$ cat config.mk
export PLATFORM = sky130hd
export DESIGN_NAME = geofence_crossing_counter
export DESIGN_NICKNAME = d
export VERILOG_FILES = /design/src/rtl/gcc_pkg.sv /design/src/rtl/gcc_cfg_regs.sv /design/src/rtl/gcc_zone_test.sv /design/src/rtl/gcc_tally.sv /design/src/rtl/geofence_crossing_counter.sv
export SDC_FILE = /design/constraint.sdc
export NUM_CORES = 1
export LEC_CHECK = 0
export BUFFER_PORTS_ARGS = -buffer_cell sky130_fd_sc_hd__buf_2
export CAP_MARGIN = 10
export CELL_PAD_IN_SITES_DETAIL_PLACEMENT = 1
export CELL_PAD_IN_SITES_GLOBAL_PLACEMENT = 1
export CORE_MARGIN = 1
export CORE_UTILIZATION = 43
export DETAILED_ROUTE_END_ITERATION = 8
export PLACE_DENSITY = 0.87
export SLEW_MARGIN = 20
export SYNTH_ARGS = -nofsm -noshare
export SYNTH_HDL_FRONTEND = slang
export SYNTH_HIERARCHICAL = 1
export SYNTH_SLANG_ARGS = --single-unit
$ cat constraint.sdc
create_clock -name i_clk -period 4.8 [get_ports i_clk]
set_input_delay 0.96 -clock i_clk [delete_from_list [all_inputs] [get_ports i_clk]]
set_output_delay 0.96 -clock i_clk [all_outputs]
set_load 0.02 [all_outputs]
$ cat src/rtl/gcc_pkg.sv
// ----------------------------------------------------------------------------
// gcc_pkg
// Shared widths, zone codes, register indexes and the configuration and
// hit structs of the geofence crossing counter.
// ----------------------------------------------------------------------------
package gcc_pkg;

    localparam int COUNT_BITS = 32;
    localparam int TOTAL_W    = 32;
    localparam int TIME_W     = 47;
    localparam int LON_W      = 26;
    localparam int LAT_W      = 25;
    localparam int BND_W      = 25;
    localparam int BOUNDS_W   = 2 * BND_W;
    localparam int CFG_IDX_W  = 3;
    localparam int CFG_DATA_W = BOUNDS_W;
    localparam int IN_FLD_W   = TIME_W + LON_W + LAT_W;
    localparam int IN_DATA_W  = ((IN_FLD_W + 7) / 8) * 8;
    localparam int OUT_FLD_W  = TOTAL_W + 2 + 2;
    localparam int OUT_DATA_W = ((OUT_FLD_W + 7) / 8) * 8;

    localparam logic [TIME_W-1:0] WINDOW_END_RST = 47'd99999999999999;

    localparam logic [CFG_IDX_W-1:0] CFG_WINDOW_START = 3'd0;
    localparam logic [CFG_IDX_W-1:0] CFG_WINDOW_END   = 3'd1;
    localparam logic [CFG_IDX_W-1:0] CFG_BOX1_LON     = 3'd2;
    localparam logic [CFG_IDX_W-1:0] CFG_BOX1_LAT     = 3'd3;
    localparam logic [CFG_IDX_W-1:0] CFG_BOX2_LON     = 3'd4;
    localparam logic [CFG_IDX_W-1:0] CFG_BOX2_LAT     = 3'd5;
    localparam logic [CFG_IDX_W-1:0] CFG_ZONE_MODE    = 3'd6;

    typedef enum logic [1:0] {
        ZONE_NONE = 2'd0,
        ZONE_ONE  = 2'd1,
        ZONE_TWO  = 2'd2
    } t_zone;

    typedef struct packed {
        logic [TIME_W-1:0]   window_start;
        logic [TIME_W-1:0]   window_end;
        logic [BOUNDS_W-1:0] box_one_lon;
        logic [BOUNDS_W-1:0] box_one_lat;
        logic [BOUNDS_W-1:0] box_two_lon;
        logic [BOUNDS_W-1:0] box_two_lat;
        logic                zone_mode;
    } t_cfg;

    typedef struct packed {
        logic in_window;
        logic hit_one;
        logic hit_two;
    } t_hits;

endpackage

$ cat src/rtl/gcc_cfg_regs.sv
// ----------------------------------------------------------------------------
// gcc_cfg_regs
// Configuration register file: window limits, box bounds and zone mode.
// ----------------------------------------------------------------------------
module gcc_cfg_regs
    import gcc_pkg::*;
(
    input  logic                  i_clk,
    input  logic                  i_rst_n,
    input  logic                  i_cfg_valid,
    input  logic [CFG_IDX_W-1:0]  i_cfg_index,
    input  logic [CFG_DATA_W-1:0] i_cfg_data,
    output t_cfg                  o_cfg
);

    t_cfg r_cfg;

    always_ff @(posedge i_clk) begin
        if (!i_rst_n) begin
            r_cfg.window_start <= '0;
            r_cfg.window_end   <= WINDOW_END_RST;
            r_cfg.box_one_lon  <= '0;
            r_cfg.box_one_lat  <= '0;
            r_cfg.box_two_lon  <= '0;
            r_cfg.box_two_lat  <= '0;
            r_cfg.zone_mode    <= 1'b0;
        end else if (i_cfg_valid) begin
            case (i_cfg_index)
                CFG_WINDOW_START: r_cfg.window_start <= i_cfg_data[TIME_W-1:0];
                CFG_WINDOW_END:   r_cfg.window_end   <= i_cfg_data[TIME_W-1:0];
                CFG_BOX1_LON:     r_cfg.box_one_lon  <= i_cfg_data;
                CFG_BOX1_LAT:     r_cfg.box_one_lat  <= i_cfg_data;
                CFG_BOX2_LON:     r_cfg.box_two_lon  <= i_cfg_data;
                CFG_BOX2_LAT:     r_cfg.box_two_lat  <= i_cfg_data;
                CFG_ZONE_MODE:    r_cfg.zone_mode    <= i_cfg_data[0];
                default: begin
                    // drop writes to unknown indexes
                end
            endcase
        end
    end

    assign o_cfg = r_cfg;

endmodule

$ cat src/rtl/gcc_zone_test.sv
// ----------------------------------------------------------------------------
// gcc_zone_test
// Time window check and inclusive box tests for one registered fix.
// ----------------------------------------------------------------------------
module gcc_zone_test
    import gcc_pkg::*;
(
    input  t_cfg                     i_cfg,
    input  logic [TIME_W-1:0]        i_fix_time,
    input  logic signed [LON_W-1:0]  i_fix_lon,
    input  logic signed [LAT_W-1:0]  i_fix_lat,
    output t_hits                    o_hits
);

    // Bounds are two signed 25-bit halves; widen both to the longitude width.
    function automatic logic span_hit(input logic signed [LON_W-1:0] v,
                                      input logic [BOUNDS_W-1:0] b);
        logic signed [LON_W-1:0] lo;
        logic signed [LON_W-1:0] hi;
        lo = LON_W'(signed'(b[BND_W-1:0]));
        hi = LON_W'(signed'(b[BOUNDS_W-1:BND_W]));
        return (v >= lo) && (v <= hi);
    endfunction

    logic signed [LON_W-1:0] lat_ext;
    logic                    in_one;
    logic                    in_two;

    assign lat_ext = LON_W'(i_fix_lat);
    assign in_one  = span_hit(i_fix_lon, i_cfg.box_one_lon) &&
                     span_hit(lat_ext, i_cfg.box_one_lat);
    assign in_two  = span_hit(i_fix_lon, i_cfg.box_two_lon) &&
                     span_hit(lat_ext, i_cfg.box_two_lat);

    assign o_hits.in_window = (i_fix_time >= i_cfg.window_start) &&
                              (i_fix_time <= i_cfg.window_end);
    assign o_hits.hit_one   = in_one;
    assign o_hits.hit_two   = i_cfg.zone_mode ? !in_one : in_two;

endmodule

$ cat src/rtl/gcc_tally.sv
// ----------------------------------------------------------------------------
// gcc_tally
// Last-zone tracking, saturating crossing count and the result register.
// ----------------------------------------------------------------------------
module gcc_tally
    import gcc_pkg::*;
(
    input  logic               i_clk,
    input  logic               i_rst_n,
    input  logic               i_fix_valid,
    input  logic               i_track_start,
    input  t_hits              i_hits,
    input  logic               i_out_ready,
    output logic               o_advance,
    output logic               o_out_valid,
    output logic [TOTAL_W-1:0] o_total,
    output logic [1:0]         o_now,
    output t_zone              o_zone
);

    t_zone                  r_last;
    logic [COUNT_BITS-1:0]  r_count;
    logic                   r_out_valid;
    logic [1:0]             r_now;
    t_zone                  r_zone;

    t_zone                  n_last;
    logic [1:0]             n_now;
    logic [COUNT_BITS-1:0]  n_count;
    t_zone                  start_zone;
    logic [COUNT_BITS:0]    sum;

    assign o_advance = i_fix_valid && (!r_out_valid || i_out_ready);

    // Zone one is scored before zone two, so a fix in both boxes can add two.
    always_comb begin
        start_zone = i_track_start ? ZONE_NONE : r_last;
        n_last     = start_zone;
        n_now      = 2'd0;
        if (i_hits.in_window) begin
            if (i_hits.hit_one) begin
                if (n_last == ZONE_TWO) begin
                    n_now = n_now + 2'd1;
                end
                n_last = ZONE_ONE;
            end
            if (i_hits.hit_two) begin
                if (n_last == ZONE_ONE) begin
                    n_now = n_now + 2'd1;
                end
                n_last = ZONE_TWO;
            end
        end
    end

    // Carry out of the widened sum means the count passed its maximum.
    assign sum     = {1'b0, r_count} + (COUNT_BITS + 1)'(n_now);
    assign n_count = sum[COUNT_BITS] ? {COUNT_BITS{1'b1}} : sum[COUNT_BITS-1:0];

    always_ff @(posedge i_clk) begin
        if (!i_rst_n) begin
            r_last      <= ZONE_NONE;
            r_count     <= '0;
            r_out_valid <= 1'b0;
        end else begin
            if (o_advance) begin
                r_last      <= n_last;
                r_count     <= n_count;
                r_out_valid <= 1'b1;
            end else if (i_out_ready) begin
                r_out_valid <= 1'b0;
            end
        end
    end

    always_ff @(posedge i_clk) begin
        if (o_advance) begin
            r_now  <= n_now;
            r_zone <= n_last;
        end
    end

    assign o_out_valid = r_out_valid;
    assign o_total     = TOTAL_W'(r_count);
    assign o_now       = r_now;
    assign o_zone      = r_zone;

    a_count_monotonic: assert property (@(posedge i_clk) disable iff (!i_rst_n)
        1'b1 |=> (r_count >= $past(r_count)))
        else $error("crossing count decreased");

    a_double_ends_in_two: assert property (@(posedge i_clk) disable iff (!i_rst_n)
        (r_out_valid && (r_now == 2'd2)) |-> (r_zone == ZONE_TWO))
        else $error("two crossings without ending in zone two");

    a_cross_has_zone: assert property (@(posedge i_clk) disable iff (!i_rst_n)
        (r_out_valid && (r_now != 2'd0)) |-> (r_zone == ZONE_ONE || r_zone == ZONE_TWO))
        else $error("crossing reported with no zone held");

    a_zone_matches_state: assert property (@(posedge i_clk) disable iff (!i_rst_n)
        o_advance |=> (r_zone == r_last))
        else $error("result zone differs from stored last zone");

endmodule

$ cat src/rtl/geofence_crossing_counter.sv
// Each fix passes through the input register, then the result register, before
// its result is valid on the output.
// Throughput: one fix per cycle while the output takes results; the result register
// is refilled in the cycle its result is taken, so input ready follows output ready.
// Reset (synchronous, active low) clears the last zone, the crossing count and
// both valid flags, and returns the configuration registers to their defaults.
// ----------------------------------------------------------------------------
// geofence_crossing_counter
// Counts transitions between zone one and zone two over a stream of fixes.
// ----------------------------------------------------------------------------
module geofence_crossing_counter
    import gcc_pkg::*;
(
    input  logic                  i_clk,
    input  logic                  i_rst_n,
    input  logic                  i_s_tvalid,
    output logic                  o_s_tready,
    // fix_time[46:0], fix_lon[72:47], fix_lat[97:73], zero pad[103:98]
    input  logic [IN_DATA_W-1:0]  i_s_tdata,
    // track_start[0]
    input  logic                  i_s_tuser,
    output logic                  o_m_tvalid,
    input  logic                  i_m_tready,
    // crossing_total[31:0], crossings_now[33:32], zone_now[35:34], zero pad[39:36]
    output logic [OUT_DATA_W-1:0] o_m_tdata,
    input  logic                  i_cfg_valid,
    output logic                  o_cfg_ready,
    input  logic [CFG_IDX_W-1:0]  i_cfg_index,
    input  logic [CFG_DATA_W-1:0] i_cfg_data
);

    t_cfg                    cfg;
    t_hits                   hits;
    logic                    advance;
    logic [TOTAL_W-1:0]      total;
    logic [1:0]              now_cnt;
    t_zone                   zone;

    logic                    r_in_valid;
    logic [TIME_W-1:0]       r_time;
    logic signed [LON_W-1:0] r_lon;
    logic signed [LAT_W-1:0] r_lat;
    logic                    r_track;

    assign o_cfg_ready = 1'b1;
    assign o_s_tready  = !r_in_valid || advance;

    always_ff @(posedge i_clk) begin
        if (!i_rst_n) begin
            r_in_valid <= 1'b0;
        end else if (o_s_tready) begin
            r_in_valid <= i_s_tvalid;
        end
    end

    // hold the fix while the result side stalls
    always_ff @(posedge i_clk) begin
        if (i_s_tvalid && o_s_tready) begin
            r_time  <= i_s_tdata[TIME_W-1:0];
            r_lon   <= i_s_tdata[TIME_W+LON_W-1:TIME_W];
            r_lat   <= i_s_tdata[IN_FLD_W-1:TIME_W+LON_W];
            r_track <= i_s_tuser;
        end
    end

    gcc_cfg_regs u_cfg_regs (
        .i_clk       (i_clk),
        .i_rst_n     (i_rst_n),
        .i_cfg_valid (i_cfg_valid),
        .i_cfg_index (i_cfg_index),
        .i_cfg_data  (i_cfg_data),
        .o_cfg       (cfg)
    );

    gcc_zone_test u_zone_test (
        .i_cfg      (cfg),
        .i_fix_time (r_time),
        .i_fix_lon  (r_lon),
        .i_fix_lat  (r_lat),
        .o_hits     (hits)
    );

    gcc_tally u_tally (
        .i_clk         (i_clk),
        .i_rst_n       (i_rst_n),
        .i_fix_valid   (r_in_valid),
        .i_track_start (r_track),
        .i_hits        (hits),
        .i_out_ready   (i_m_tready),
        .o_advance     (advance),
        .o_out_valid   (o_m_tvalid),
        .o_total       (total),
        .o_now         (now_cnt),
        .o_zone        (zone)
    );

    assign o_m_tdata = {(OUT_DATA_W - OUT_FLD_W)'(0), zone, now_cnt, total};

endmodule
**Word level (Yosys, flattened, before mapping)**

Cells that the tools add are included.

- Output and inout port bits: 43
- Input port bits: 163
- Logic and storage cells: 75
- Flip-flop bits (word level): 434

- Magnitude comparators: 10
- Equal/unequal tests: 8
- Add/subtract/negate cells: 2
- Reductions and logical operators: 23
- Multiplexer cells: 15

Operators with widths:

| kind | count |
|---|---|
| $ge A26 B25 Y1 | 2 |
| $le A26 B25 Y1 | 2 |
| $ge A25 B25 Y1 | 2 |
| $le A25 B25 Y1 | 2 |
| $ge A47 B47 Y1 | 1 |
| $le A47 B47 Y1 | 1 |
| $add A32 B2 Y33 | 1 |
| $mux W32 | 1 |
| $mux W2 | 10 |
| $reduce_and A2 Y1 | 7 |
| $eq A3 B3 Y1 const B | 3 |
| $logic_and A1 B1 Y1 | 9 |
| $eq A3 B2 Y1 const B | 2 |
| $mux W1 | 4 |
| $eq A3 B1 Y1 const B | 1 |
| $logic_not A1 Y1 | 3 |
| $logic_not A3 Y1 | 1 |
| $add A2 B1 Y2 const B | 1 |
| $eq A2 B1 Y1 const B | 1 |
| $eq A2 B2 Y1 const B | 1 |
| $logic_or A1 B1 Y1 | 2 |
| $reduce_bool A2 Y1 | 1 |

**Longest topological paths before layout**

- Word-level depth: 11
- Gate-level depth with buffers: 24
- Gate-level depth less buffers: 21

**Hierarchy**

The synthesis kept the hierarchy.

By module, submodules not included:

| module | seq. area each (um2) | area each (um2) | instances | cells each |
|---|---|---|---|---|
| gcc_cfg_regs | 5905.7 | 10944.2 | 1 | 1048 |
| gcc_zone_test | 0.0 | 7516.0 | 1 | 1057 |
| geofence_crossing_counter | 2992.9 | 3075.4 | 1 | 111 |
| gcc_tally | 820.8 | 1936.9 | 1 | 208 |

**Worst setup path before layout**

OpenSTA, ideal clock, no wires.

- Path kind: register -> register
- From: register r_lon[25]
- To: register u_tally.r_count[24] (netlist: u_tally/o_total[24])
- Arrival time: 4.686 ns
- Buffers on the path: 1
- Cell stages (with the launch flop): 22
- Library setup time: 0.116 ns
- Period minus slack after synthesis: 4.803 ns
- Setup slack: -0.003 ns
- Data required time: 4.684 ns
- Cells stage by stage: edfxtp_1 -> ha_1 -> nand4_1 -> nor4_1 -> nand3_1 -> o21ai_1 -> or4_1 -> o211ai_1 -> nand4_1 -> inv_1 -> buf_4 -> and3b_1 -> ha_1 -> nand2_1 -> a21boi_0 -> ha_1 -> inv_1 -> fa_1 -> nor4_4 -> nand3_1 -> or4_1 -> o211a_1

- Word-level cells in the longest chain between the ends: 11
- Elaborated cells on any way between the ends: 21
- Classes of those cells: 2 x add/sub; 4 x order compare; 1 x eq/ne; 9 x mux; 5 x reduce/logical

Ends and longest elaborated chain:

| item | RTL line | source |
|---|---|---|
| from (decl) | geofence_crossing_counter.sv:41 | `logic signed [LON_W-1:0] r_lon;` |
| from (signal assigned) | geofence_crossing_counter.sv:60 | `r_lon <= i_s_tdata[TIME_W+LON_W-1:TIME_W];` |
| $ge A26 B25 Y1 or $le A26 B25 Y1 (tied branches) | gcc_zone_test.sv:22 | `return (v >= lo) && (v <= hi);` |
| $logic_and A1 B1 Y1 (*) | gcc_zone_test.sv:22 |  |
| $logic_and A1 B1 Y1 (*) | gcc_zone_test.sv:30 | `assign in_one = span_hit(i_fix_lon, i_cfg.box_one_lon) &&` |
| named net u_zone_test.in_one | gcc_zone_test.sv:26 | `logic in_one;` |
| $mux W2 | gcc_tally.sv:41 | `if (i_hits.hit_one) begin` |
| $mux W2 | gcc_tally.sv:40 | `if (i_hits.in_window) begin` |
| $add A2 B1 Y2 or $eq A2 B1 Y1 (tied branches) | gcc_tally.sv:49, gcc_tally.sv:48 |  |
| $mux W2 | gcc_tally.sv:48 | `if (n_last == ZONE_ONE) begin` |
| $mux W2 (*) | gcc_tally.sv:47 | `if (i_hits.hit_two) begin` |
| $mux W2 (*) | gcc_tally.sv:40 |  |
| named net u_tally.n_now[0] | gcc_tally.sv:28 | `logic [1:0] n_now;` |
| $add A32 B2 Y33 (*) | gcc_tally.sv:57 | `assign sum = {1'b0, r_count} + (COUNT_BITS + 1)'(n_now);` |
| $mux W32 (*) | gcc_tally.sv:58 | `assign n_count = sum[COUNT_BITS] ? {COUNT_BITS{1'b1}} : sum[COUNT_BITS-1:0];` |
| to (signal assigned) | gcc_tally.sv:68 | `r_count <= n_count;` |
| to (decl) | gcc_tally.sv:22 | `logic [COUNT_BITS-1:0] r_count;` |

The timed path passes the listed nets; every way through them passes the cells marked *. The select of a mux whose other input is x is not followed.
A chain may end at the register's enable or synchronous reset.

==> reports/qor.yml <==
status: "complete, but fails checks"
violations: "capacitance limit, setup timing"
gp_congestion: 0.895
initial_core_util: 0.435
tightest_slew_ns: 1.47
cp_cell_sequence: "ha_1, buf_4, nand4_1, nor3_1, o41ai_2, a21boi_1, o211ai_1, buf_4, nand4_1, buf_6, inv_4, o21bai_1, ha_4, nand2_4, a21boi_2, ha_2, inv_2, fa_2, nor4_4, buf_4, nand4b_1, or2_4, clkbuf_16, a21oi_1"
num_vias: 19600
max_freq_mhz: 190
grt_use_total: 0.279
grt_max_degree: 131
synth-seq-area-share: 0.414
synth_cell_types: 76
drive_above_1_share: 0.190
netlist_area_sq_mm: 0.0235
finalHoldViolations: 0
setup_violations: 32
drc: 0
port_buffers: 194
critPathKind: "reg2reg"
grt.overflow.total: 0
start_kind: "flip-flop"
slew_viol_final: 0
crit_fanout: 7
n_fill_cell: 5978
fp.dieW_um: 236
ys_seq_elements: 434
cts_max_path_buffers: 3
hold_path.class: "reg2reg"
cts_buffers: 47
crit_path_end_kind: "flip-flop"
cts_sinks: 434
timing.final.crit_period_ns: 5.27
slew_headroom: 0.0156
ys.flop_type: "dfxtp_1"
wl_per_cell_um: 23.8
fin_crit_sh: 1.10
critPathMaxStageDelay_ns: 0.48
drt_iter0_drc: 1086
area_growth_pct: 21.1
netlist_instances: 2424
cts.reportedPaths.clkPinSlew_ns: 0.06
core_area_sq_mm: 0.0539
layout.cells.non_filler: 3470
dp_hpwl_mm: 55.6
max_cap_violations: 1
arrival_ns: 5.77
cts_tree: "done"
die_y_um: 236
synthTopCellsByArea: "dfxtp_1 (28%), ha_1 (16%), edfxtp_1 (13%)"
pwr_density_cell_mw_per_mm2: 322
dp.cells: 3356
floorplan.rows: 85
vias_per_cell: 5.65
cts_root_buf: "clkbuf_16"
synth-async-reset-ratio: 0
die_area_sq_mm: 0.0555
clk_latency_ns: 0.62
synth_edf_count: 103
rsz0062_at_grt: "yes"
p_leak_nw: 12.6
layout_setup_ws_ns: -0.468
antenna_found_initial: 4
firstDrtPassIters: 9
regArea_sq_mm: 0.00972
ir_drop_uv: 431
multiInputGateArea_sq_mm: 0.0127
final.setup.tns_ns: -13.17
postRouteWirelength_mm: 82.4
worstPathRequired_ns: 5.31
htreeDepth: 2
finClkSkew_ns: 0.0237
crit_path_top_delay_cell: "nor3_1"
ctsHoldBuffers: 0
ios: 206
crit_top_cell: "buf_4"
syn_area_per_cell_sq_um: 9.68
nNetsFinal: 3197
synth.top_cell.area_share: 0.282
grt_pass1_wl_mm: 120
yosysTopAreaCell: "dfxtp_1"
grt_pass1_vias: 21400
yosys_warnings: 6
drtAntennaViolNets: 0
## kinds of logic after synthesis
kind of cell,after synthesis,share of synthesized area
AO/OA/AOI/OAI,288,0.0759
XOR/XNOR,27,0.0101
other,2,0.000320
flip-flops,434,0.414
buffers and inverters,399,0.0727
AND/OR/NAND/NOR,672,0.138
multiplexers,300,0.128
adder cells (fa/ha/maj),302,0.161
## registers in the layout, indices dropped and copies added, names as in the netlist
signal               count
r_time                  47
u_tally/o_now            2
r_lon                   26
u_tally/r_last           2
r_track                  1
u_tally/o_zone           2
u_tally/o_out_valid      1
r_in_valid               1
u_cfg_regs/o_cfg       295
r_lat                   25
u_tally/o_total         32
## synth_stat cells, types with 3 or more instances
| master | instances |
|---|---|
| buf_2 | 10 |
| nor2b_1 | 68 |
| nor3_1 | 22 |
| nor2_1 | 43 |
| clkbuf_1 | 36 |
| ha_1 | 301 |
| a21oi_1 | 128 |
| xnor2_1 | 10 |
| nor4_1 | 9 |
| o22ai_1 | 3 |
| nand4b_1 | 4 |
| o21ai_1 | 8 |
| o211ai_1 | 7 |
| o31ai_1 | 5 |
| buf_1 | 3 |
| nand2b_1 | 10 |
| nand3_1 | 37 |
| a22oi_1 | 3 |
| o21ai_0 | 35 |
| a221oi_1 | 3 |
| dfxtp_1 | 331 |
| edfxtp_1 | 103 |
| or4_1 | 7 |
| buf_6 | 11 |
| nand2_1 | 383 |
| mux2i_1 | 300 |
| a211oi_1 | 17 |
| a21o_1 | 51 |
| nand4_1 | 62 |
| inv_1 | 309 |
| and4_1 | 3 |
| buf_4 | 30 |
| xor2_1 | 17 |
## layer usage
metal / vias to the layer above / routed length, um / track usage
met2: 679 / 40800 / 0.497
met1: 9733 / 33400 / 0.326
li1: 8933 / - / -
met3: 258 / 3750 / 0.0362
met4: 0 / 4520 / 0.145
met5: - / 0 / 0
## power by group
| part | total, mW | switching (mW) | internal [mW] |
|---|---|---|---|
| combinational | 1.13 | 0.674 | 0.456 |
| clock | 4.07 | 1.65 | 2.42 |
| sequential | 3.95 | 0.0888 | 3.86 |
| total | 9.15 | 2.41 | 6.74 |
## worst paths after layout
path	startpoint	end	slack [ns]	depth (start not counted)
hold reg to reg	u_cfg_regs/o_cfg[215]$_SDFFE_PN0P_	u_cfg_regs/o_cfg[215]$_SDFFE_PN0P_	0.46	2
setup / recovery	r_lat[6]$_DFFE_PP_	u_tally/o_total[10]$_SDFFE_PN0P_	-0.47	24
setup reg to reg	r_lat[6]$_DFFE_PP_	u_tally/o_total[10]$_SDFFE_PN0P_	-0.47	24
hold / removal	u_cfg_regs/o_cfg[215]$_SDFFE_PN0P_	u_cfg_regs/o_cfg[215]$_SDFFE_PN0P_	0.46	2
## layout make-up
| cell class | count | area share |
|---|---|---|
| antenna | 3 | 0.000264 |
| tap | 696 | 0.0306 |
| clock inverter | 25 | 0.0121 |
| multi-input combinational | 1594 | 0.446 |
| timing repair buffer | 346 | 0.0801 |
| sequential | 434 | 0.342 |
| clock buffer | 63 | 0.0486 |
| inverter | 309 | 0.0409 |
## critical path, delay by kind of cell, from the launching register on
kind                       cells  cell delay [ns]
AOI/OAI and AO/OA              6             1.06
adders and majority gates      4             1.27
buffers and inverters          7             0.87
DFF                            1             0.41
and+or+nand+nor                7             1.55
## cells in the final DEF, fill, tap and decap left out, drive strengths merged, types with 5 or more instances in the layout
master and count:
nand2 383, buf 344, dfxtp 331, inv 311, ha 301, mux2i 300, a21oi 129, edfxtp 103
nor2b 69, clkbuf 65, nand4 64, a21o 52, nor2 44, o21ai 43, nand3 37, nor3 23
xor2 17, a211oi 17, clkinv 15, nor4 13, nand2b 11, xnor2 10, bufinv 7, o211ai 7
or4 7, conb 5, o31ai 5
## timing repair
item,4_1_cts,5_1_grt
endpoints found under the setup margin,32,32
cloned,1,2
buffers inserted,9,14
pin swaps,7,21
gates resized for setup,38,79
## through the flow
stage	hold WS (ns)	cell area (sq um)	utilization	power, mW	setup WS (ns)
after floorplan	0.435	23500	-	4.58	0.138
after global placement	0.442	25800	0.479	4.96	-0.624
after detailed placement	0.448	25800	0.479	5.04	-0.720
after CTS	0.461	27800	0.516	9.09	0.00174
after global routing	0.477	28400	0.527	9.40	-0.511
final	0.456	28400	0.527	9.15	-0.468
Note: power is estimated with default switching activity, not from simulation.
